**src/rtl/ibw_pkg.sv**
```systemverilog
// Package for the bit-banged I2C byte writer: register indexes, constants
// and the job record that passes from the front end to the line sequencer.
// Depends on nothing.
`timescale 1ns / 1ps
`default_nettype none

package ibw_pkg;

  // Configuration register indexes
  localparam int RegIndexW = 1;
  localparam logic [RegIndexW-1:0] REG_SLAVE_ADDRESS = 1'b0;
  localparam logic [RegIndexW-1:0] REG_BACKLIGHT_ON  = 1'b1;

  // Widths of the configuration registers and of the write data
  localparam int AddrW      = 7;
  localparam int WriteDataW = 7;
  localparam int ByteW      = 8;

  // Reset values of the registers
  localparam logic [AddrW-1:0] SLAVE_ADDRESS_RESET = 7'd39;
  localparam logic             BACKLIGHT_RESET     = 1'b1;

  // Byte framing
  localparam logic             WRITE_BIT      = 1'b0;
  localparam logic [ByteW-1:0] BACKLIGHT_MASK = 8'h08;

  // Bit slot of a byte that carries the released-SDA acknowledge clock
  localparam logic [3:0] ACK_SLOT = 4'd8;

  // Depth of the queue between the front end and the sequencer
  localparam int QueueDepth = 2;

  // One transaction as it waits to go out on the lines
  typedef struct packed {
    logic [ByteW-1:0] addr_byte;
    logic [ByteW-1:0] data_byte;
  } ibw_job_t;

endpackage : ibw_pkg

`default_nettype wire

```
**src/rtl/ibw_if.sv**
```systemverilog
// Valid/ready channel interfaces of the I2C byte writer: the expander byte
// input and the line state output. Depends on nothing.
`timescale 1ns / 1ps
`default_nettype none

interface ibw_byte_if;
  logic       valid;
  logic       ready;
  logic [7:0] expander_byte;

  modport source (output valid, output expander_byte, input ready);
  modport sink   (input valid, input expander_byte, output ready);
endinterface : ibw_byte_if

interface ibw_line_if;
  logic valid;
  logic ready;
  logic sda_level;
  logic scl_level;
  logic last_step;

  modport source (output valid, output sda_level, output scl_level, output last_step,
                  input ready);
  modport sink   (input valid, input sda_level, input scl_level, input last_step,
                  output ready);
endinterface : ibw_line_if

`default_nettype wire

```
**src/rtl/ibw_front.sv**
```systemverilog
// Front end of the I2C byte writer: configuration registers, acceptance of
// expander bytes and assembly of the address and data bytes of a job.
// Depends on ibw_pkg and ibw_if.
`timescale 1ns / 1ps
`default_nettype none

module ibw_front
  import ibw_pkg::*;
(
  input  wire logic                 clk,
  input  wire logic                 rst,
  input  wire logic                 write_enable,
  input  wire logic [RegIndexW-1:0] reg_index,
  input  wire logic [WriteDataW-1:0] write_data,
  ibw_byte_if.sink                  expander,
  output      logic                 push_valid,
  input  wire logic                 push_ready,
  output      ibw_job_t             push_job
);

  logic [AddrW-1:0] slave_address;
  logic             backlight_on;

  // Configuration writes; an index beyond the list is ignored
  always_ff @(posedge clk) begin
    if (rst) begin
      slave_address <= SLAVE_ADDRESS_RESET;
      backlight_on  <= BACKLIGHT_RESET;
    end else if (write_enable) begin
      case (reg_index)
        REG_SLAVE_ADDRESS: slave_address <= write_data[AddrW-1:0];
        REG_BACKLIGHT_ON:  backlight_on  <= write_data[0];
        default: ;
      endcase
    end
  end

  // A transaction is taken whenever the queue has room for it.
  assign expander.ready = push_ready;
  assign push_valid     = expander.valid;

  // Address byte carries the write bit; the backlight bit is forced into the data byte.
  always_comb begin
    push_job.addr_byte = {slave_address, WRITE_BIT};
    push_job.data_byte = expander.expander_byte | (backlight_on ? BACKLIGHT_MASK : '0);
  end

endmodule : ibw_front

`default_nettype wire

```
**src/rtl/ibw_queue.sv**
```systemverilog
// Short job queue between the front end and the line sequencer of the
// I2C byte writer. Depends on ibw_pkg.
`timescale 1ns / 1ps
`default_nettype none

module ibw_queue
  import ibw_pkg::*;
(
  input  wire logic     clk,
  input  wire logic     rst,
  input  wire logic     push_valid,
  output      logic     push_ready,
  input  wire ibw_job_t push_job,
  output      logic     pop_valid,
  input  wire logic     pop_ready,
  output      ibw_job_t pop_job
);

  localparam int PtrW   = $clog2(QueueDepth);
  localparam int CountW = $clog2(QueueDepth + 1);

  ibw_job_t            entries [QueueDepth];
  logic [PtrW-1:0]     wr_ptr;
  logic [PtrW-1:0]     rd_ptr;
  logic [CountW-1:0]   count;
  logic                do_push;
  logic                do_pop;

  assign push_ready = (count != CountW'(QueueDepth));
  assign pop_valid  = (count != '0);
  assign pop_job    = entries[rd_ptr];
  assign do_push    = push_valid && push_ready;
  assign do_pop     = pop_valid && pop_ready;

  // Storage for queued jobs
  always_ff @(posedge clk) begin
    if (do_push) begin
      entries[wr_ptr] <= push_job;
    end
  end

  // Pointers and fill count
  always_ff @(posedge clk) begin
    if (rst) begin
      wr_ptr <= '0;
      rd_ptr <= '0;
      count  <= '0;
    end else begin
      if (do_push) begin
        wr_ptr <= (wr_ptr == PtrW'(QueueDepth - 1)) ? '0 : wr_ptr + 1'b1;
      end
      if (do_pop) begin
        rd_ptr <= (rd_ptr == PtrW'(QueueDepth - 1)) ? '0 : rd_ptr + 1'b1;
      end
      case ({do_push, do_pop})
        2'b10:   count <= count + 1'b1;
        2'b01:   count <= count - 1'b1;
        default: count <= count;
      endcase
    end
  end

endmodule : ibw_queue

`default_nettype wire

```
**src/rtl/ibw_back.sv**
```systemverilog
// Line sequencer of the I2C byte writer: turns one queued job into the 60
// SDA/SCL states of a write transaction, one state per output transaction.
// Depends on ibw_pkg and ibw_if.
`timescale 1ns / 1ps
`default_nettype none

module ibw_back
  import ibw_pkg::*;
(
  input  wire logic     clk,
  input  wire logic     rst,
  input  wire logic     job_valid,
  output      logic     job_ready,
  input  wire ibw_job_t job,
  ibw_line_if.source    lines
);

  typedef enum logic [4:0] {
    S_IDLE  = 5'b00001,
    S_START = 5'b00010,
    S_ADDR  = 5'b00100,
    S_DATA  = 5'b01000,
    S_STOP  = 5'b10000
  } seq_state_t;

  // Three line states per bit: data set, clock high, clock low
  localparam logic [1:0] PH_SET  = 2'd0;
  localparam logic [1:0] PH_HIGH = 2'd1;
  localparam logic [1:0] PH_LOW  = 2'd2;

  seq_state_t        state;
  logic [1:0]        phase;
  logic [3:0]        bit_cnt;
  logic [ByteW-1:0]  shift_byte;
  logic [ByteW-1:0]  held_data;
  logic              out_load;
  logic              step_go;
  logic              seq_end;
  logic              sda_next;
  logic              scl_next;
  logic              last_next;

  // The output register frees up when empty or when its state is taken.
  assign out_load  = !lines.valid || lines.ready;
  assign step_go   = (state != S_IDLE) && out_load;
  assign seq_end   = step_go && (state == S_STOP) && (phase == PH_LOW);
  assign job_ready = (state == S_IDLE) || seq_end;

  // Line levels of the current step
  always_comb begin
    sda_next  = 1'b1;
    scl_next  = 1'b1;
    last_next = 1'b0;
    case (state)
      S_START: begin
        sda_next = (phase == PH_SET);
        scl_next = (phase != PH_LOW);
      end
      S_ADDR, S_DATA: begin
        sda_next = (bit_cnt == ACK_SLOT) ? 1'b1 : shift_byte[ByteW-1];
        scl_next = (phase == PH_HIGH);
      end
      S_STOP: begin
        sda_next  = (phase == PH_LOW);
        scl_next  = (phase != PH_SET);
        last_next = (phase == PH_LOW);
      end
      default: ;
    endcase
  end

  // Sequencer: a new job starts in the cycle after the previous stop state.
  always_ff @(posedge clk) begin
    if (rst) begin
      state   <= S_IDLE;
      phase   <= PH_SET;
      bit_cnt <= '0;
    end else if (job_valid && job_ready) begin
      state   <= S_START;
      phase   <= PH_SET;
      bit_cnt <= '0;
    end else if (seq_end) begin
      state <= S_IDLE;
    end else if (step_go) begin
      if (phase != PH_LOW) begin
        phase <= phase + 1'b1;
      end else begin
        phase <= PH_SET;
        case (state)
          S_START: state <= S_ADDR;
          S_ADDR, S_DATA: begin
            if (bit_cnt == ACK_SLOT) begin
              bit_cnt <= '0;
              state   <= (state == S_ADDR) ? S_DATA : S_STOP;
            end else begin
              bit_cnt <= bit_cnt + 1'b1;
            end
          end
          default: ;
        endcase
      end
    end
  end

  // Shift register for the byte on the wire and the waiting data byte
  always_ff @(posedge clk) begin
    if (job_valid && job_ready) begin
      shift_byte <= job.addr_byte;
      held_data  <= job.data_byte;
    end else if (step_go && (phase == PH_LOW)) begin
      if ((state == S_ADDR) && (bit_cnt == ACK_SLOT)) begin
        shift_byte <= held_data;
      end else if ((state == S_ADDR) || (state == S_DATA)) begin
        shift_byte <= {shift_byte[ByteW-2:0], 1'b0};
      end
    end
  end

  // Output register
  always_ff @(posedge clk) begin
    if (rst) begin
      lines.valid <= 1'b0;
    end else if (step_go) begin
      lines.valid <= 1'b1;
    end else if (lines.ready) begin
      lines.valid <= 1'b0;
    end
  end

  always_ff @(posedge clk) begin
    if (step_go) begin
      lines.sda_level <= sda_next;
      lines.scl_level <= scl_next;
      lines.last_step <= last_next;
    end
  end

  // The final stop state leaves both lines released.
  a_last_idle: assert property (@(posedge clk) disable iff (rst)
    lines.valid && lines.last_step |-> lines.sda_level && lines.scl_level)
    else $error("last step without both lines high");

  // The bit counter never passes the acknowledge slot.
  a_bit_range: assert property (@(posedge clk) disable iff (rst)
    bit_cnt <= ACK_SLOT)
    else $error("bit counter out of range");

  // SDA only changes while SCL is low inside a byte.
  a_sda_stable: assert property (@(posedge clk) disable iff (rst)
    step_go && (state == S_ADDR || state == S_DATA) && phase == PH_HIGH
      |-> sda_next == lines.sda_level)
    else $error("data line moved while clock high");

  // A job is only taken when the sequencer is idle or closing a transaction.
  a_take_job: assert property (@(posedge clk) disable iff (rst)
    job_valid && job_ready |=> state == S_START && phase == PH_SET)
    else $error("job start did not begin with a start condition");

endmodule : ibw_back

`default_nettype wire

```
**src/rtl/i2c_bitbang_byte_writer.sv**
```systemverilog
// I2C byte writer for an I/O expander (bit-banged line states).
//
// The expander channel takes one byte per transaction. Each byte becomes
// one I2C write: a start, the address byte (slave address, write bit),
// the data byte with the backlight bit forced when enabled, then a stop.
// Every line state (SDA, SCL) leaves on the lines channel as one
// transaction, 60 per byte; last_step marks the final stop state.
// Configuration registers are written through write_enable, reg_index and
// write_data: index 0 is the slave address, index 1 the backlight enable.
// A byte goes through the queue, the sequencer state and the output
// register before its first line state is valid. The sequencer issues one
// line state per cycle unless stalled, with no gap between bytes.
// A two-entry queue lets bytes be accepted while a transaction is running.
// When the receiver stalls, the current state holds in the output
// register and the sequencer waits; the queue then fills and the
// expander channel drops ready.
// Reset (synchronous, active high) empties the queue and the output, and
// loads address 39 with the backlight enabled.
// Depends on ibw_pkg, ibw_if, ibw_front, ibw_queue and ibw_back.
`timescale 1ns / 1ps
`default_nettype none

module i2c_bitbang_byte_writer
  import ibw_pkg::*;
(
  input  wire logic                  clk,
  input  wire logic                  rst,
  input  wire logic                  write_enable,
  input  wire logic [RegIndexW-1:0]  reg_index,
  input  wire logic [WriteDataW-1:0] write_data,
  ibw_byte_if.sink                   expander,
  ibw_line_if.source                 lines
);

  logic     push_valid;
  logic     push_ready;
  ibw_job_t push_job;
  logic     job_valid;
  logic     job_ready;
  ibw_job_t job;

  // Configuration and job assembly
  ibw_front u_front (
    .clk          (clk),
    .rst          (rst),
    .write_enable (write_enable),
    .reg_index    (reg_index),
    .write_data   (write_data),
    .expander     (expander),
    .push_valid   (push_valid),
    .push_ready   (push_ready),
    .push_job     (push_job)
  );

  // Queue between the front end and the sequencer
  ibw_queue u_queue (
    .clk        (clk),
    .rst        (rst),
    .push_valid (push_valid),
    .push_ready (push_ready),
    .push_job   (push_job),
    .pop_valid  (job_valid),
    .pop_ready  (job_ready),
    .pop_job    (job)
  );

  // Line state sequencer
  ibw_back u_back (
    .clk       (clk),
    .rst       (rst),
    .job_valid (job_valid),
    .job_ready (job_ready),
    .job       (job),
    .lines     (lines)
  );

endmodule : i2c_bitbang_byte_writer

`default_nettype wire

```
**src/flat_wrapper.sv**
```systemverilog
// flat-port wrapper written by rule: the top's interface ports become plain ports
module i2c_bitbang_byte_writer_flat import ibw_pkg::*;
  (clk, rst, write_enable, reg_index, write_data, expander_valid, expander_expander_byte, expander_ready, lines_valid, lines_sda_level, lines_scl_level, lines_last_step, lines_ready);
  ibw_byte_if expander_i ();
  ibw_line_if lines_i ();
  input  wire logic clk;
  input  wire logic rst;
  input  wire logic write_enable;
  input  wire logic [RegIndexW-1:0] reg_index;
  input  wire logic [WriteDataW-1:0] write_data;
  input wire logic [$bits(expander_i.valid)-1:0] expander_valid;
  input wire logic [$bits(expander_i.expander_byte)-1:0] expander_expander_byte;
  output wire logic [$bits(expander_i.ready)-1:0] expander_ready;
  output wire logic [$bits(lines_i.valid)-1:0] lines_valid;
  output wire logic [$bits(lines_i.sda_level)-1:0] lines_sda_level;
  output wire logic [$bits(lines_i.scl_level)-1:0] lines_scl_level;
  output wire logic [$bits(lines_i.last_step)-1:0] lines_last_step;
  input wire logic [$bits(lines_i.ready)-1:0] lines_ready;
  assign expander_i.valid = expander_valid;
  assign expander_i.expander_byte = expander_expander_byte;
  assign expander_ready = expander_i.ready;
  assign lines_valid = lines_i.valid;
  assign lines_sda_level = lines_i.sda_level;
  assign lines_scl_level = lines_i.scl_level;
  assign lines_last_step = lines_i.last_step;
  assign lines_i.ready = lines_ready;
  i2c_bitbang_byte_writer u_core (.clk(clk), .rst(rst), .write_enable(write_enable), .reg_index(reg_index), .write_data(write_data), .expander(expander_i), .lines(lines_i));
endmodule
```
**config.mk**
```make
export PLATFORM = sky130hd
export DESIGN_NAME = i2c_bitbang_byte_writer_flat
export DESIGN_NICKNAME = d
export VERILOG_FILES = /design/src/rtl/ibw_pkg.sv /design/src/rtl/ibw_if.sv /design/src/rtl/ibw_front.sv /design/src/rtl/ibw_queue.sv /design/src/rtl/ibw_back.sv /design/src/rtl/i2c_bitbang_byte_writer.sv /design/src/flat_wrapper.sv
export SDC_FILE = /design/constraint.sdc
export NUM_CORES = 1
export LEC_CHECK = 0
export ABC_AREA = 1
export BUFFER_PORTS_ARGS = -buffer_cell sky130_fd_sc_hd__buf_2
export CAP_MARGIN = 25
export CORE_ASPECT_RATIO = 0.8
export CORE_UTILIZATION = 50
export DETAILED_ROUTE_END_ITERATION = 8
export HOLD_SLACK_MARGIN = 0.02
export PLACE_DENSITY_LB_ADDON = 0.05
export SKIP_CTS_REPAIR_TIMING = 1
export SLEW_MARGIN = 10
export SYNTH_ARGS = -nofsm -noshare
export SYNTH_HDL_FRONTEND = slang
export SYNTH_HIERARCHICAL = 1
export SYNTH_SLANG_ARGS = --single-unit
```
**constraint.sdc**
```tcl
create_clock -name clk -period 2.17 [get_ports clk]
set_clock_uncertainty 0.2 [all_clocks]
set_input_delay 0.434 -clock clk [delete_from_list [all_inputs] [get_ports clk]]
set_output_delay 0.434 -clock clk [all_outputs]
set_load 0.01 [all_outputs]
```
* Word level (Yosys, flattened, before mapping)
Memory sizes are Yosys's and may differ from the RTL's. A register that Yosys moved wholly into a read port is not among the register bits.
Index checks and enable logic that the tools add are counted.
** Cells by class
- $add $sub $neg :: 6
- Multipliers :: 0
- Divide/modulo/power cells :: 0
- Magnitude comparators :: 0
- Eq/ne operators :: 16
- Shift-type cells :: 0
- Multiplexer cells :: 26
- Bitwise logic cells :: 4
- Reduce and logical (&&, ||, !) cells :: 31
** Operators with widths (count)
- two-way mux 8 bit :: 4
- AND reduction 4 bit :: 3
- nonzero test 2 bit :: 6
- two-way mux 2 bit :: 5
- two-way mux 5 bit :: 2
- case mux 5 bit (2 select lines) :: 1
- two-way mux 1 bit :: 9
- two-way mux 4 bit :: 2
- OR 8 x 4 -> 8 bit :: 1
- AND reduction 2 bit :: 4
- logical AND 1 bit :: 7
- inequality test 2 bit, second input constant :: 3
- case mux 1 bit (3 select lines) :: 2
- nonzero test 3 bit :: 2
- equality test 5 x 1 -> 1 bit, second input constant :: 1
- equality test 5 x 2 -> 1 bit, second input constant :: 1
- equality test 5 x 3 -> 1 bit, second input constant :: 1
- equality test 5 x 4 -> 1 bit, second input constant :: 1
- equality test 5 bit, second input constant :: 1
- inequality test 5 x 1 -> 1 bit, second input constant :: 1
- adder 2 x 1 -> 2 bit, second input constant :: 2
- adder 4 x 1 -> 4 bit, second input constant :: 1
- equality test 2 x 1 -> 1 bit, second input constant :: 2
- equality test 2 bit, second input constant :: 2
- 13 further kinds :: 19
** Storage, ports and cells
- Register bits after elaboration :: 43
- Latch bits :: 0
- Bits in writable memories :: 30
- ROM bits :: 0
- Bits of input ports :: 21
- Output and inout bits :: 5
- Logic and storage cells :: 99
- Memories :: 1
** Memory list
- u_core.u_queue.entries :: words 2, width 15, rd ports 1, clocked after Yosys merged registers in 1, write ports 1, RTL line ibw_queue.sv:22 : ibw_job_t entries [QueueDepth];

* Logic depth before layout (Yosys ltp)
Gate-level depths: netlist of the first run.
- Word-level depth :: 9
- Gate-level depth with buffers :: 15
- Mapped depth without buffers :: 15

* Modules after synthesis
Netlist of the first run, hierarchy kept.
** Modules (own cells, without submodules)
- ibw_back :: instances 1, cells an instance 164, area each 1488.9 um2, seq. area each 810.8 um2
- ibw_queue :: instances 1, cells an instance 88, area each 1453.9 um2, seq. area each 1061.0 um2
- ibw_front :: instances 1, cells an instance 57, area each 416.6 um2, seq. area each 160.2 um2

* Worst setup path after synthesis of the first run
Ideal clock, no wire load.
- Path type :: input to register
- Start point :: in expander_valid
- End point :: mem u_core/u_queue/entries[1][0] (netlist name) (enable)
- Arrival time :: 1311 ps
- Required time :: 1582 ps
- Path slack :: 271 ps
- Stages on the path :: 3
- Path through :: buf_4 > nand2_1 > nor2_1
** Between the ends
- Longest elaborated chain between the ends :: 3
** Ends and longest elaborated chain
- from (decl) :: RTL line flat_wrapper.sv:11 : input wire logic [$bits(expander_i.valid)-1:0] expander_valid;
- logical AND 1 bit :: RTL line ibw_queue.sv:32 : assign do_push = push_valid && push_ready;
- two-way mux 1 bit :: RTL line ibw_queue.sv:37 : if (do_push) begin
- two-way mux 1 bit (implied by the code) :: RTL line ibw_queue.sv:38 : entries[wr_ptr] <= push_job;
- to (decl) :: RTL line ibw_queue.sv:22
Every way passes these cells.

* Worst setup path after layout of the first run
- Start point :: reg u_core.u_back.state[3]
- End point :: reg u_core.u_queue.count[1]
** Between the ends
- Longest elaborated chain between the ends :: 8
- Elaborated cells on any way between the ends :: 12
- Classes of those cells :: 5 x eq/ne; 1 x mux; 6 x reduce/logical
** Ends and longest elaborated chain
- from (decl) :: RTL line ibw_back.sv:31 : seq_state_t state;
- from (signal assigned) :: RTL line ibw_back.sv:94 : state <= (state == S_ADDR) ? S_DATA : S_STOP;
- inequality test 5 x 1 -> 1 bit (*) :: RTL line ibw_back.sv:45 : assign step_go = (state != S_IDLE) && out_load;
- logical AND 1 bit (*) :: RTL line ibw_back.sv:45
- via u_core.u_back.step_go :: RTL line ibw_back.sv:37 : logic step_go;
- logical AND 1 bit (*) (2 in series) :: RTL line ibw_back.sv:46 : assign seq_end = step_go && (state == S_STOP) && (phase == PH_LOW);
- logical OR 1 bit (*) :: RTL line ibw_back.sv:47 : assign job_ready = (state == S_IDLE) || seq_end;
- via u_core.job_ready :: RTL line i2c_bitbang_byte_writer.sv:39 : logic job_ready;
- logical AND 1 bit (*) :: RTL line ibw_queue.sv:33 : assign do_pop = pop_valid && pop_ready;
- via u_core.u_queue.do_pop :: RTL line ibw_queue.sv:27 : logic do_pop;
- equality test 2 x 1 -> 1 bit or equality test 2 bit (tied branches) :: RTL line ibw_queue.sv:55 : case ({do_push, do_pop})
- case mux 2 bit (2 select lines) or nonzero test 2 bit (tied branches)
- to (signal assigned) :: RTL line ibw_queue.sv:56 : 2'b10: count <= count + 1'b1;
- to (signal assigned) :: RTL line ibw_queue.sv:57 : 2'b01: count <= count - 1'b1;
- to (signal assigned) :: RTL line ibw_queue.sv:58 : default: count <= count;
- to (decl) :: RTL line ibw_queue.sv:25 : logic [CountW-1:0] count;
The timed path passes the listed nets; every way through them passes the cells marked *.
A chain may end at the register's enable or synchronous reset.

==> results of run 1 <==
-- layer usage --
layer | track usage (%) | share of wire, % | wire length, um | vias to the layer above
li1 | - | - | - | 1096
met3 | 6.687 | 4.1 | 224 | 8
met5 | 0 | 0 | 0 | -
met1 | 22.45 | 51 | 2761 | 968
met2 | 26.72 | 44 | 2405 | 42
met4 | 5.641 | 1.2 | 66 | 0
-- cells by family (layout without fill, tap and decap cells) --
family          Yosys count  in the layout  synth area share (%)
simple gates            131            131                 18.14
mux                      16             16                 6.480
buf+inv                  51             89                 7.858
other cells               1              1                0.1116
fa+ha+maj                 3              3                 1.117
xor+xnor                  2              2                0.5215
flops                    76             76                 60.48
compound gates           29             29                 5.289
-- path summary, 6_finish.rpt --
kind	from	to	slack, ps	cells after the start
worst max register to register	u_core/u_back/state[3]	u_core/u_queue/count[1]	140	14
worst min-delay path	expander_expander_byte[0]	u_core/u_queue/entries[1][0]	70	1
worst min register to register	u_core/u_front/backlight_on	u_core/u_front/backlight_on	260	2
worst max-delay path	u_core/u_back/state[3]	u_core/u_queue/count[1]	140	14
-- layout by cell type, fill, tap and decap left out --
cell / netlist / final
ha_1: 3 / 3
nand3_1: 23 / 23
o2111ai_1: 2 / 2
a21oi_1: 13 / 13
or2_1: 1 / 1
inv_6: 0 / 1
nand2_2: 7 / 5
xor2_1: 2 / 2
dfxtp_4: 0 / 1
inv_1: 29 / 27
buf_2: 0 / 25
buf_4: 11 / 11
nand2_4: 1 / 3
or2_2: 8 / 8
nand2_1: 52 / 52
conb_1: 1 / 1
nor2_4: 0 / 2
o21ai_0: 5 / 5
clkinv_4: 0 / 1
clkbuf_16: 0 / 2
nand4_1: 5 / 5
nand3_4: 0 / 1
mux2_4: 10 / 10
nand3_2: 2 / 1
clkinv_1: 1 / 1
clkinv_2: 0 / 2
clkbuf_8: 0 / 9
nor2_2: 5 / 5
inv_2: 7 / 9
nor2_1: 26 / 24
nand3b_1: 1 / 1
dfxtp_2: 0 / 1
mux2_2: 6 / 6
a21oi_2: 2 / 2
o211ai_1: 7 / 7
edfxtp_1: 51 / 51
dfxtp_1: 25 / 23
clkbuf_1: 0 / 1
-- final cells by class --
cell class	count	area share, %
sequential	76	53.75
multi-input combinational	182	28.92
timing repair buffer	36	5.480
clock buffer	12	4.688
inverter	37	3.665
tap	84	2.773
clock inverter	4	0.7263
-- per-stage QoR --
step | total power, mW | setup WS, ps
3_5_place_dp | 3.335 | 66.06
4_1_cts | 4.416 | 45.74
2_1_floorplan | 3.089 | 270.5
6_report | 4.437 | 140.6
5_1_grt | 4.724 | -21.00
3_3_place_gp | 3.313 | 113.9
-- where the power goes --
group	switching, mW	internal, mW	total, mW
registers	0.115	1.97	2.08
clock network	0.503	0.557	1.06
logic	0.803	0.492	1.29
-- state kept, by name, indices dropped and copies added, names as in the netlist, 2 cells and up, named ones only --
signal / count
u_core/u_queue/entries: 32
u_core/u_back/held_data: 8
u_core/u_back/shift_byte: 8
u_core/u_front/slave_address: 7
u_core/u_back/state: 5
u_core/u_back/bit_cnt: 4
u_core/u_back/phase: 2
u_core/u_queue/count: 2
==> flow_summary_export.csv, run 1 <==
group,metric,value,unit
yosys,synth_ff_type,"edfxtp_1",
routing,ant_nets,0,
final_layout,fin_area,3790,um2
cts,clkLatencyLatePin,350,ps
timing,setup_viol,0,
global_route,grt.total_usage,17.18,%
placed_design,gp_congestion,0.8170,
power_and_ir_drop,ir_worst_vdd,0.4958,mV
placed_design,port_buffers,25,
yosys,synth_top_area_share,45.59,%
die,fp.coreArea,6441,um2
worst_setup_path,crit_buf_inv,3,
yosys,syn_avg_cell_area,10.87,um2
die,initial_core_util,52.16,%
timing,max_freq,0.4928,GHz
cts,clkSinkCount,76,
worst_setup_path,end_kind,"register",
placed_design,dpl.hpwl,3745,um
routing,route.detailed.drc,0,
yosys,synth_area_leaders,"edfxtp_1, dfxtp_1, nand2_1",
cts,clk_pin_slew,80,ps
timing,tns,0,ps
yosys,syn_nets,333,
global_route,antenna_found_initial,0,
hold_path,hold_class,"in -> reg",
worst_setup_path,arrival,2120,ps
timing,post-route-period-util,93.52,%
timing,hold_viol,0,
timing,whs,69.49,ps
yosys,yosys.cell_types.count,29,
final_layout,nNetsFinal,366,
worst_setup_path,crit_type,"reg -> reg",
cts,cts-root-buf,"clkbuf_8",
die,io_pins,26,
placed_design,dp.cells,412,
die,die_w,93.65,um
worst_setup_path,cp_slowest_cell,"dfxtp_4",
worst_setup_path,crit_family,"simple AND/OR/NAND/NOR gates",
die,rows,26,
global_route,grt_pass1_wl,8838,um
global_route,grt_overflow,0,
cts,cts_max_level,3,
timing,timing.final.max_slew_violations,0,
placed_design,placed_area,3525,um2
yosys,synth_edf_count,51,
final_layout,seqCellArea,2037,um2
routing,vias_per_cell,4.905,
yosys,synth_common_cells,"nand2_1, edfxtp_1, inv_1",
yosys,synthCells,309,
final_layout,fillers,580,
run,max_cap_violations,0,
routing,drt-total-wl,5459,um
die,dieArea,7053,um2
final_layout,fin_util,58.84,%
yosys,ys_warn_count,6,
routing,drt_iter0_drc,96,
die,die_h,75.32,um
worst_setup_path,cp_max_fo,6,
yosys,synth-async-reset-ratio,0,%
yosys,yosysMostFrequentCell,"nand2_1",
status,outcome,"finished clean",
timing,fin_crit,2029,ps
final_layout,final_layout_size_suffix_gt1_share,30.26,%
cts,clock_path_buffers,2,
cts,cts_made_buffers,9,
worst_setup_path,path_common_cell,"nor2_1",
yosys,yosysTopAreaCell,"edfxtp_1",
cts,cts_tree,"done",
routing,wire_per_inst,12.67,um
routing,vias,2114,
yosys,ys_seq_area_share,60.48,%
final_layout,multi_input_area,1096,um2
worst_setup_path,critical_path_required,2260,ps
final_layout,synthToLayoutAreaGrowth,12.81,%
final_layout,antenna_cells,0,
yosys,syn_area,3359,um2
global_route,grt_start_max_net_pins,17,
worst_setup_path,cpPeakStageDelay,370,ps
power_and_ir_drop,p_leak,1.507,nW
yosys,ys_ff_latch,76,
power_and_ir_drop,power_density,1171,nW/um2
worst_setup_path,cp_cell_sequence,"nor2_4 > nand3_4 > nand2_4 > inv_2 > nand2_2 > nand2_4 > nand2_1 > inv_2 > ha_1 > inv_1 > nand2_1 > nor2_1 > nor2_1 > nor2_1",
routing,drt_first_pass_iters,4,
worst_setup_path,cp-start-kind,"register",
final_layout,final_cells,431,
global_route,grt_pass1_vias,1906,
Note: power is estimated with default switching activity, not from simulation.
==> inputs of run 2 (changes only) <==
--- a/config.mk
+++ b/config.mk
@@ -10,6 +10,7 @@
 export CAP_MARGIN = 25
 export CORE_ASPECT_RATIO = 0.8
 export CORE_UTILIZATION = 50
+export CTS_CLUSTER_SIZE = 30
 export DETAILED_ROUTE_END_ITERATION = 8
 export HOLD_SLACK_MARGIN = 0.02
 export PLACE_DENSITY_LB_ADDON = 0.05
@@ -17,5 +18,4 @@
 export SLEW_MARGIN = 10
 export SYNTH_ARGS = -nofsm -noshare
 export SYNTH_HDL_FRONTEND = slang
-export SYNTH_HIERARCHICAL = 1
 export SYNTH_SLANG_ARGS = --single-unit
==> run 2 against run 1 <==
Largest cell class unchanged. Via count down 2.2%. Fmax up 2.7%. Sequential power about the same.
==> flow_summary_export.csv, run 2 <==
group,metric,value,unit
final_layout,final_layout_size_suffix_gt1_share,20.63,%
worst_setup_path,crit_type,"reg -> reg",
placed_design,dp.cells,414,
final_layout,fin_area,3556,um2
cts,clk_pin_slew,70,ps
routing,drt_first_pass_iters,4,
placed_design,dpl.hpwl,3704,um
timing,fin_crit,1976,ps
worst_setup_path,r2r_cells,10,
run,max_cap_violations,0,
final_layout,regMostFlops,"u_core.u_queue.entries",
die,io_pins,26,
cts,cts_tree,"done",
timing,setup_viol,0,
worst_setup_path,worstReg2RegEnd,"u_core.u_queue.count[1]",
timing,whs,79.95,ps
routing,vias,2067,
routing,drt-total-wl,5158,um
timing,max_freq,0.5060,GHz
placed_design,placed_area,3364,um2
cts,cts_made_buffers,9,
placed_design,port_buffers,25,
timing,tns,0,ps
die,rows,25,
global_route,grt_overflow,0,
worst_setup_path,r2r-start,"u_core.u_back.state[4]",
worst_setup_path,arrival,2030,ps
final_layout,synthToLayoutAreaGrowth,14.32,%
final_layout,fin_util,59.83,%
worst_setup_path,end_kind,"register",
placed_design,dpl_worst_slack,174.6,ps
timing,hold_viol,0,
timing,timing.final.max_slew_violations,0,
cts,cts_max_level,3,
global_route,grt_pass1_wl,8390,um
die,die_h,72.55,um
global_route,grt_start_max_net_pins,16,
worst_setup_path,cp_slowest_cell,"dfxtp_1",
final_layout,final_cell_mix,"nand2_1, edfxtp_1, nor2_1",
routing,route.detailed.drc,0,
final_layout,nNetsFinal,368,
cts,clock_path_buffers,2,
routing,ant_nets,0,
yosys,synth_area_leaders,"edfxtp_1, dfxtp_1, nand2_1",
final_layout,final_common_cell,"nand2_1",
yosys,ys_warn_count,0,
worst_setup_path,cp-start-kind,"register",
power_and_ir_drop,ir_worst_vdd,0.5384,mV
die,initial_core_util,52.34,%
worst_setup_path,cp_cell_sequence,"inv_1 > nand3_2 > nand2_4 > nor2_4 > nand2_4 > nand2_4 > ha_1 > nor2_1 > a21oi_1 > nor3_1",
yosys,synth_edf_count,49,
global_route,grt_pass1_vias,1829,
placed_design,gp_congestion,0.7876,
yosys,syn_area,3110,um2
power_and_ir_drop,power_density,1158,nW/um2
final_layout,final_cells,430,
cts,clkLatencyLatePin,340,ps
final_layout,top_regs,"u_core.u_queue.entries (30), u_core.u_back.held_data (8), u_core.u_back.shift_byte (8)",
worst_setup_path,crit_end,"u_core.u_queue.count[1]",
timing,worst_slack,193.8,ps
yosys,syn_nets,328,
worst_setup_path,path_common_cell,"nand2_4",
cts,cts-root-buf,"clkbuf_8",
yosys,ys_ff_latch,74,
power_and_ir_drop,p_leak,1.449,nW
yosys,yosysTopAreaCell,"edfxtp_1",
final_layout,largest_register_ff_count,30,
yosys,ys_seq_area_share,63.40,%
routing,drt_iter0_drc,72,
timing,rsz0062_at_grt,"false",
yosys,syn_avg_cell_area,10.23,um2
worst_setup_path,reg2reg_setup_slack,190,ps
yosys,synth_common_cells,"nand2_1, edfxtp_1, nor2_1",
die,fp.coreArea,5943,um2
yosys,synth-async-reset-ratio,0,%
hold_path,hold_class,"in -> reg",
cts,clkSinkCount,74,
timing,max-slew-margin-rel,61.46,%
power_and_ir_drop,power,4.117,mW
status,outcome,"finished clean",
routing,wire_per_inst,12.00,um
worst_setup_path,cp_max_fo,7,
yosys,yosysMostFrequentCell,"nand2_1",
global_route,grt.total_usage,17.32,%
die,dieArea,6542,um2
worst_setup_path,crit_start,"u_core.u_back.state[4]",
die,die_w,90.18,um
worst_setup_path,critical_path_required,2230,ps
routing,vias_per_cell,4.807,
timing,worst_pin_slew,577.3,ps
yosys,synth_top_area_share,47.30,%
global_route,antenna_found_initial,0,
final_layout,antenna_cells,0,
timing,post-route-period-util,91.07,%
worst_setup_path,cpPeakStageDelay,390,ps
yosys,synth_ff_type,"edfxtp_1",
yosys,yosys.cell_types.count,30,
yosys,synthCells,304,
run 2: cell types whose count changed after synthesis, moves of 6 or more:
cell	delta
buf_4	-11
mux2_2	-6
mux2_4	-10
mux2i_1	+7
nand2_1	+34
nand2_2	-6
o211ai_1	-7
o21ai_2	+7
or2_2	-7
run 2: worst min-delay path by stage:
stage | from | endpoint | slack [ps] | depth (start not counted)
4_1_cts | expander_expander_byte[0] | u_core.u_queue.entries[1][0] | 70 | 1
5_1_grt | expander_expander_byte[1] | u_core.u_queue.entries[1][1] | 60 | 1
2_1_floorplan | u_core.u_front.slave_address[3] | u_core.u_queue.entries[0][11] | 220 | 0
3_5_place_dp | u_core.u_front.slave_address[6] | u_core.u_queue.entries[1][14] | 240 | 0
3_3_place_gp | u_core.u_front.slave_address[4] | u_core.u_queue.entries[1][12] | 240 | 0
6_report | expander_expander_byte[7] | u_core.u_queue.entries[1][7] | 80 | 1
run 2: metal layers:
layer  GRT usage, %  part of all wire [%]  vias up
met5              0                     0        -
li1               -                     -     1093
met1          22.75                    49      925
met3          5.975                   5.9        7
met2          26.63                    44       42
met4          6.989                   1.5        0
run 2: logic make-up (layout without fill, tap and decap cells):
group	count (synthesis)	count (layout)	share of synthesized area, %
xor gates and xnor gates	2	2	0.5633
buffers and inverters	33	78	4.626
and+or+nand+nor	156	156	22.08
AOI/OAI and AO/OA	29	29	5.873
DFF	74	74	63.39
muxes	7	7	2.253
adders and majority gates	3	3	1.207
run 2: cell type report:
type | instances | area (um2)
clock inverters | 5 | 55.05
clock buffers | 11 | 131.4
fillers | 517 | 2387
multi-input cells | 197 | 999.7
well taps | 81 | 101.3
flip-flops and latches | 74 | 1972
repair buffers | 33 | 185.2
inverters | 29 | 111.4
run 2: power breakdown:
part / leakage [nW] / internal [mW] / total (mW) / switching [mW]
sequential: 0.651 / 1.93 / 2.07 / 0.139
combinational: 0.707 / 0.366 / 1.04 / 0.676
clock: 0.0909 / 0.528 / 1.00 / 0.476
total: 1.45 / 2.83 / 4.12 / 1.29
run 2: critical path: cells and delay by family, from the launching register on:
family / cells / cell delay, ps
adders and majority gates: 1 / 250
AOI/OAI and AO/OA: 1 / 70
DFF: 1 / 390
and+or+nand+nor: 7 / 860
buffers and inverters: 1 / 120
